### config.mk
export PLATFORM = sky130hd
export DESIGN_NAME = bsi_weight_shaper
export DESIGN_NICKNAME = d
export VERILOG_FILES = /design/src/hw/rtl/bsi_pkg.sv /design/src/hw/rtl/bsi_weight_shaper.sv
export SDC_FILE = /design/constraint.sdc
export NUM_CORES = 2
export LEC_CHECK = 0
export BUFFER_PORTS_ARGS = -buffer_cell sky130_fd_sc_hd__clkbuf_2
export CAP_MARGIN = 5
export CORE_MARGIN = 3
export CORE_UTILIZATION = 68
export CTS_CLUSTER_SIZE = 14
export DETAILED_ROUTE_END_ITERATION = 8
export PLACE_DENSITY = 0.85
export SYNTH_ARGS = -nofsm -noshare
export SYNTH_HDL_FRONTEND = slang
export SYNTH_SLANG_ARGS = --single-unit
### constraint.sdc
create_clock -name clk -period 10.2 [get_ports clk]
set_clock_uncertainty 0.2 [all_clocks]
set_input_delay 0.51 -clock clk [delete_from_list [all_inputs] [get_ports clk]]
set_output_delay 0.51 -clock clk [all_outputs]
set_load 0.05 [all_outputs]
### src/hw/rtl/bsi_pkg.sv
// shared constants, mode codes and the control type of the bilinear smooth interpolator
package bsi_pkg;

  localparam int SAMPLE_BITS_DEF   = 16;
  localparam int FRACTION_BITS_DEF = 15;
  localparam int MODE_BITS         = 2;

  localparam logic [MODE_BITS-1:0] MODE_NEAREST      = 2'd0;
  localparam logic [MODE_BITS-1:0] MODE_LINEAR       = 2'd1;
  localparam logic [MODE_BITS-1:0] MODE_SMOOTHSTEP   = 2'd2;
  localparam logic [MODE_BITS-1:0] MODE_SMOOTHERSTEP = 2'd3;

  typedef struct packed {
    logic load_sq;
    logic load_poly;
    logic load_out;
    logic out_valid;
  } shp_ctl_t;

endpackage

### src/hw/rtl/bsi_weight_shaper.sv
// three-stage weight shaper: saturate, square, cube and polynomial, clamp and mode select
module bsi_weight_shaper #(
  parameter int FRACTION_BITS = bsi_pkg::FRACTION_BITS_DEF
) (
  input  logic                           clk,
  input  bsi_pkg::shp_ctl_t              ctl,
  input  logic [bsi_pkg::MODE_BITS-1:0]  mode,
  input  logic [FRACTION_BITS:0]         weight,
  output logic [FRACTION_BITS:0]         shaped
);

  localparam int WB = FRACTION_BITS + 1;
  localparam int PW = FRACTION_BITS + 6;
  localparam int MW = WB + 1 + PW;
  localparam int RW = MW - FRACTION_BITS;

  localparam logic [WB-1:0]        ONE      = {1'b1, {FRACTION_BITS{1'b0}}};
  localparam logic [WB-1:0]        HALF_W   = {2'b01, {(FRACTION_BITS-1){1'b0}}};
  localparam logic [2*WB-1:0]      HALF_2   = (2*WB)'(HALF_W);
  localparam logic [2*WB+1:0]      HALF_3   = (2*WB+2)'(HALF_W);
  localparam logic signed [MW-1:0] HALF_M   = MW'(HALF_W);
  localparam logic [WB+1:0]        THREE_ON = (WB+2)'(ONE) + (WB+2)'({ONE, 1'b0});
  localparam logic [PW-1:0]        TEN_ONE  = PW'(ONE) * PW'(10);
  localparam logic signed [RW-1:0] ONE_R    = RW'(ONE);

  // stage 2: saturate and square
  logic [WB-1:0]   w_sat;
  logic [2*WB-1:0] sq_sum;
  logic [WB-1:0]   w2;
  logic [WB-1:0]   sq2;

  assign w_sat  = (weight > ONE) ? ONE : weight;
  assign sq_sum = (2*WB)'(w_sat) * (2*WB)'(w_sat) + HALF_2;

  always_ff @(posedge clk) begin
    if (ctl.load_sq) begin
      w2  <= w_sat;
      sq2 <= sq_sum[FRACTION_BITS +: WB];
    end
  end

  // stage 3: smoothstep product, cube and smootherstep polynomial
  logic [WB+1:0]   fac3;
  logic [2*WB+1:0] ss_sum;
  logic [2*WB-1:0] cu_sum;
  logic [PW-1:0]   poly_next;
  logic [WB+1:0]   smooth3;
  logic [WB-1:0]   cu3;
  logic [PW-1:0]   poly3;
  logic [WB-1:0]   w3;
  logic            near3;

  assign fac3      = THREE_ON - (WB+2)'({w2, 1'b0});
  assign ss_sum    = (2*WB+2)'(sq2) * (2*WB+2)'(fac3) + HALF_3;
  assign cu_sum    = (2*WB)'(sq2) * (2*WB)'(w2) + HALF_2;
  assign poly_next = PW'(6) * PW'(sq2) - PW'(15) * PW'(w2) + TEN_ONE;

  always_ff @(posedge clk) begin
    if (ctl.load_poly) begin
      smooth3 <= ss_sum[FRACTION_BITS +: WB+2];
      cu3     <= cu_sum[FRACTION_BITS +: WB];
      poly3   <= poly_next;
      w3      <= w2;
      near3   <= (w2 >= HALF_W);
    end
  end

  // stage 4: smootherstep product, clamp and mode select
  logic signed [MW-1:0] sm_sum;
  logic signed [RW-1:0] sm_rnd;
  logic [WB-1:0]        sm_clamp;
  logic [WB-1:0]        ss_clamp;
  logic [WB-1:0]        shaped_next;

  assign sm_sum = MW'($signed({1'b0, cu3})) * MW'($signed(poly3)) + HALF_M;
  assign sm_rnd = sm_sum[MW-1:FRACTION_BITS];

  always_comb begin
    if (sm_rnd < 0) begin
      sm_clamp = '0;
    end else if (sm_rnd > ONE_R) begin
      sm_clamp = ONE;
    end else begin
      sm_clamp = sm_rnd[WB-1:0];
    end
    ss_clamp = (smooth3 > (WB+2)'(ONE)) ? ONE : smooth3[WB-1:0];
    unique case (mode)
      bsi_pkg::MODE_NEAREST:    shaped_next = near3 ? ONE : '0;
      bsi_pkg::MODE_LINEAR:     shaped_next = w3;
      bsi_pkg::MODE_SMOOTHSTEP: shaped_next = ss_clamp;
      default:                  shaped_next = sm_clamp;
    endcase
  end

  always_ff @(posedge clk) begin
    if (ctl.load_out) begin
      shaped <= shaped_next;
    end
  end

  a_shaped_in_range: assert property (@(posedge clk) ctl.out_valid |-> (shaped <= ONE))
    else $error("shaped weight above one");

endmodule

==> Word level (Yosys, flattened, before mapping) <==
Cells that the tools add are included.
{ "word_totals": {"reg_bits": 120, "inputBits": 23, "output_inout_bits": 16, "wordCells": 35} }
{ "op_classes": {"n_addsub": 7, "multipliers": 6, "order_cmp": 5, "n_eq_ne": 2, "muxes": 6, "n_reduce_logical": 1} }
{ "op_table": {"columns": ["operator", "count"], "rows": [
  ["$mux W16", 5],
  ["$add A31 B15 Y31 const B", 2],
  ["$mul A16 B16 Y31", 2],
  ["$pmux W16 S3", 1],
  ["$add A38 B16 Y38 const B", 1],
  ["$mul A17 B21 Y38", 1],
  ["$add A33 B15 Y33 const B", 1],
  ["$mul A16 B18 Y33", 1],
  ["$gt A23 B17 Y1 const B", 1],
  ["$lt A23 B1 Y1 const B", 1],
  ["$add A21 B19 Y21 const B", 1],
  ["$sub A19 B20 Y21", 1],
  ["$mul A4 B16 Y20 const A", 1],
  ["$gt A18 B16 Y1 const B", 1],
  ["$mul A2 B16 Y18 const A", 1],
  ["$sub A17 B17 Y18 const A", 1],
  ["$ge A16 B15 Y1 const B", 1],
  ["$gt A16 B16 Y1 const B", 1],
  ["$eq A2 B1 Y1 const B", 1],
  ["$eq A2 B2 Y1 const B", 1],
  ["$logic_not A2 Y1", 1]
]} }

==> Depth between registers and ports, before layout <==
{ "logic_depth": {"ltp_word": 6, "ltp_mapped": 33, "depth_no_buf": 31} }

==> Worst setup path before layout <==
OpenSTA, ideal clock, no wires.
{ "synth_path": {"path_type": "reg2reg", "startpoint": "register w2[2]", "endpoint": "register smooth3[17], data pin", "setup_time_ns": 0.260, "t_arrival_ns": 7.725, "t_required_ns": 9.740, "path_slack_ns": 2.016, "stages_incl_launch_ff": 32, "path_buffers": 2, "period_less_slack_ns": 8.184, "path_cell_list": "edfxtp_1 clkbuf_1 inv_1 ha_1 nor2b_1 nand3_1 nor2_1 xnor2_1 clkbuf_1 nand2_1 fa_1 inv_1 fa_1 fa_1 ha_1 fa_1 inv_1 fa_1 inv_1 ha_1 a2111oi_0 o21ai_0 a2111oi_0 nor3_1 nor2_1 o22a_1 o21ai_1 o41ai_2 o21ai_0 o41ai_2 o21bai_1 xnor2_1"} }
{ "synth_via": {"elab_chain_len": 3} }
{ "synth_rtl": {"columns": ["item", "line_no", "source"], "rows": [
  ["start, declared", "bsi_weight_shaper.sv:29", "logic [WB-1:0] w2;"],
  ["start signal, assigned", "bsi_weight_shaper.sv:37", "w2 <= w_sat;"],
  ["$sub A17 B17 Y18", "bsi_weight_shaper.sv:53", "assign fac3 = THREE_ON - (WB+2)'({w2, 1'b0});"],
  ["$mul A16 B18 Y33", "bsi_weight_shaper.sv:54", "assign ss_sum = (2*WB+2)'(sq2) * (2*WB+2)'(fac3) + HALF_3;"],
  ["$add A33 B15 Y33", "bsi_weight_shaper.sv:54", null],
  ["net ss_sum[32]", "bsi_weight_shaper.sv:44", "logic [2*WB+1:0] ss_sum;"],
  ["end signal, assigned", "bsi_weight_shaper.sv:60", "smooth3 <= ss_sum[FRACTION_BITS +: WB+2];"],
  ["end, declared", "bsi_weight_shaper.sv:47", "logic [WB+1:0] smooth3;"]
]} }
The timed path passes the listed nets, and every way through them passes these cells.
A chain may end at the register's enable or synchronous reset.

==> Worst setup path in the final report <==
{ "layout_path": {"startpoint": "register w2[6]", "endpoint": "register smooth3[17], data pin"} }
The elaborated chain is that of the path after synthesis.

==> flow_metrics.tcl <==
set metrics [dict create \
    core_sq_um 62200 \
    num_cts_buffers 17 \
    min_path_type "primary input to flip-flop" \
    crit_path_end_kind "flip-flop" \
    design_area_sq_um 44600 \
    remaining_drc_errors 0 \
    setup_repair_after_global_routing_missed_its_margin "false" \
    clock_path_buffers 2 \
    synthTopCellsByArea "fa_1 (44%), ha_1 (15%), inv_1 (11%)" \
    num-fill-cells 4340 \
    outcome "finished clean" \
    cts.repair.resized 0 \
    setup.worst_path.class "flip-flop to flip-flop" \
    async_reset_ff_share_pct 0 \
    drt_first_pass_iters 6 \
    htree_num_levels 4 \
    synth.yosys.seq_area_share_pct 8.31 \
    port-buffer-count 37 \
    ioPinCount 39 \
    syn2layout_area_growth_pct 3.84 \
    grt_pass1_vias 34900 \
    yosys_most_used_dff "edfxtp_1" \
    hold_violations 0 \
    worst-r2r-cell-count 29 \
    gp_congestion 0.919 \
    worst_skew_pair.late_latency_ns 0.46 \
    postSynthCellCount 4586 \
    count_of_flip_flops_with_a_built_in_enable_after_synthesis 119 \
    cp-start-kind "flip-flop" \
    worstHoldPathCells 3 \
    synth_top_cell_area_share_pct 44.0 \
    max_cap_viol_count 0 \
    avgRoutedWirePerCell_um 18.3 \
    antenna_cells 0 \
    critPathMaxFanout 19 \
    critical_path.reg2reg.startpoint "w2[6]$_DFFE_PP_" \
    r2r_slack_ns 1.23 \
    yosys_register_bits 119 \
    starting_density_of_the_core_pct 69.1 \
    global_route_wire_length_before_repair_um 168000 \
    seqCellArea_sq_um 3570 \
    worstHoldEndpoint "shaped[15]$_DFFE_PP_" \
    detailroute.via_count 30800 \
    post_drt_via_cell_ratio 5.71 \
    1st_iter_drt_viols 2300 \
    buffer_type_at_the_clock_tree_root "clkbuf_16" \
    synth.cell_area_sq_um 43000 \
    fin_crit_ns 8.97 \
    drtAntennaViolNets 0 \
    detailedPlacementHpwl_um 78800 \
    largest_net_degree_at_the_start_of_global_routing 72 \
    relSlewSlack_pct 19.6 \
    post_dp_cell_area_sq_um 44100 \
    cp_data_arrival_time_ns 8.97 \
    post-cts-setup-buffers 0 \
    critPathSlowestCell "xnor2_1" \
    setup_tns_ns 0 \
    std_cell_rows 91 \
    num-nets-final 6025 \
    avg_cell_area_syn_sq_um 9.37 \
    worst-endpoint-required_ns 10.20 \
    fin_crit_sh_pct 88.0 \
    hold_path_startpoint "mode[1]" \
    globalRouteOverflowTotal 0 \
    cts.reportedPaths.clkPinSlew_ns 0.06 \
    finalWirelength_um 99000 \
    cts_tree "yes" \
    mostFrequentLayoutCell "inv_1" \
    number_of_slew_limit_violations_in_the_final_report 0 \
    die-area_sq_um 66300 \
    multi_input_area_sq_um 34100 \
    clock-sinks 119 \
    timing.critical_path.slowest_cell_delay_ns 0.66 \
    timing_worst_slew_pin_value_ns 1.21 \
    die_width_um 257 \
    synth.yosys.warnings 0 \
    synth.distinct_cells 74 \
    top_cell_type_by_total_area_after_synthesis "fa_1" \
    cts_hold_repair.buffers 0 \
    crit-reg2reg-capture "smooth3[17]$_DFFE_PP_" \
    layout-drive-gt1-share_pct 3.28 \
    grt_antenna_before_repair 3 \
    grtUsageTotal_pct 31.9 \
    setup_viol_count_final 0 \
    most-common-layout-cells "inv_1 (1245), fa_1 (944), nand2_1 (557), ha_1 (504), and2_1 (416)" \
    fmax_mhz 111 \
    die_height_um 257 \
]
-- Yosys cell counts (24+ instances only) --
cell	number
nand2_1	557
clkbuf_1	160
fa_1	944
xnor2_1	94
nor2b_1	27
xor2_1	24
ha_1	504
and2_1	416
inv_1	1245
a21o_1	30
a21oi_1	70
o21ai_0	48
nor2_1	97
edfxtp_1	119
nor3_1	30
-- kinds of logic (layout without fill, tap and decap cells) --
family	count (synthesis)	count (layout)	share of synthesized area, %
fa+ha+maj	1448	1448	58.6
buf+inv	1412	1373	12.4
other cells	2	22	0.0175
mux	4	4	0.0990
simple gates	1210	1210	13.8
xor+xnor	118	118	2.40
flops	119	119	8.31
compound gates	273	273	4.35
-- per-stage QoR --
stage / hold slack (ns) / std cells / util [%] / setup slack (ns)
global route: 0.319 / 5404 / 71.8 / 0.777
floorplan: 0.285 / 4606 / - / 2.02
global placement: 0.422 / 5372 / 70.9 / 1.51
finish: 0.328 / 5404 / 71.8 / 1.23
detailed placement: 0.433 / 5372 / 70.9 / 1.32
CTS: 0.299 / 5404 / 71.8 / 1.32
-- flip-flops by register name (all words and copies together), names as in the netlist --
signal and flops:
poly3 21, smooth3 18, cu3 16, shaped 16
sq2 16, w2 16, w3 15, near3 1
-- per-layer routing --
metal | wire length [um] | GRT usage (%)
met3 | 9760 | 6.55
met1 | 36000 | 39.4
met2 | 48200 | 54.2
met4 | 5110 | 15.2
met5 | 20 | 0
-- critical path, delay by kind of cell (launching register included) --
family / cells / cell delay (ns)
AO/OA/AOI/OAI: 7 / 2.19
XOR/XNOR: 2 / 0.80
adder cells (fa/ha/maj): 8 / 3.53
buffers and inverters: 7 / 0.79
flip-flops: 1 / 0.32
AND/OR/NAND/NOR: 5 / 0.87
-- layout make-up --
cell class                 count  area share [%]
inverter                    1245            10.5
sequential                   119            8.01
timing repair buffer          96            1.41
clock buffer                  19           0.970
clock inverter                13           0.292
tap                          837            2.35
multi-input combinational   3075            76.5
-- how the worst max path moves through the flow --
stage,startpoint,end
2_1_floorplan,w2[2]$_DFFE_PP_,smooth3[17]$_DFFE_PP_
3_3_place_gp,w2[1]$_DFFE_PP_,smooth3[17]$_DFFE_PP_
3_5_place_dp,w2[1]$_DFFE_PP_,smooth3[17]$_DFFE_PP_
4_1_cts,w2[1]$_DFFE_PP_,smooth3[17]$_DFFE_PP_
5_1_grt,w2[1]$_DFFE_PP_,smooth3[17]$_DFFE_PP_
6_report,w2[6]$_DFFE_PP_,smooth3[17]$_DFFE_PP_
Power is not shown: default switching activity piles up to over one toggle a cycle in this logic, so the estimate is an artifact.
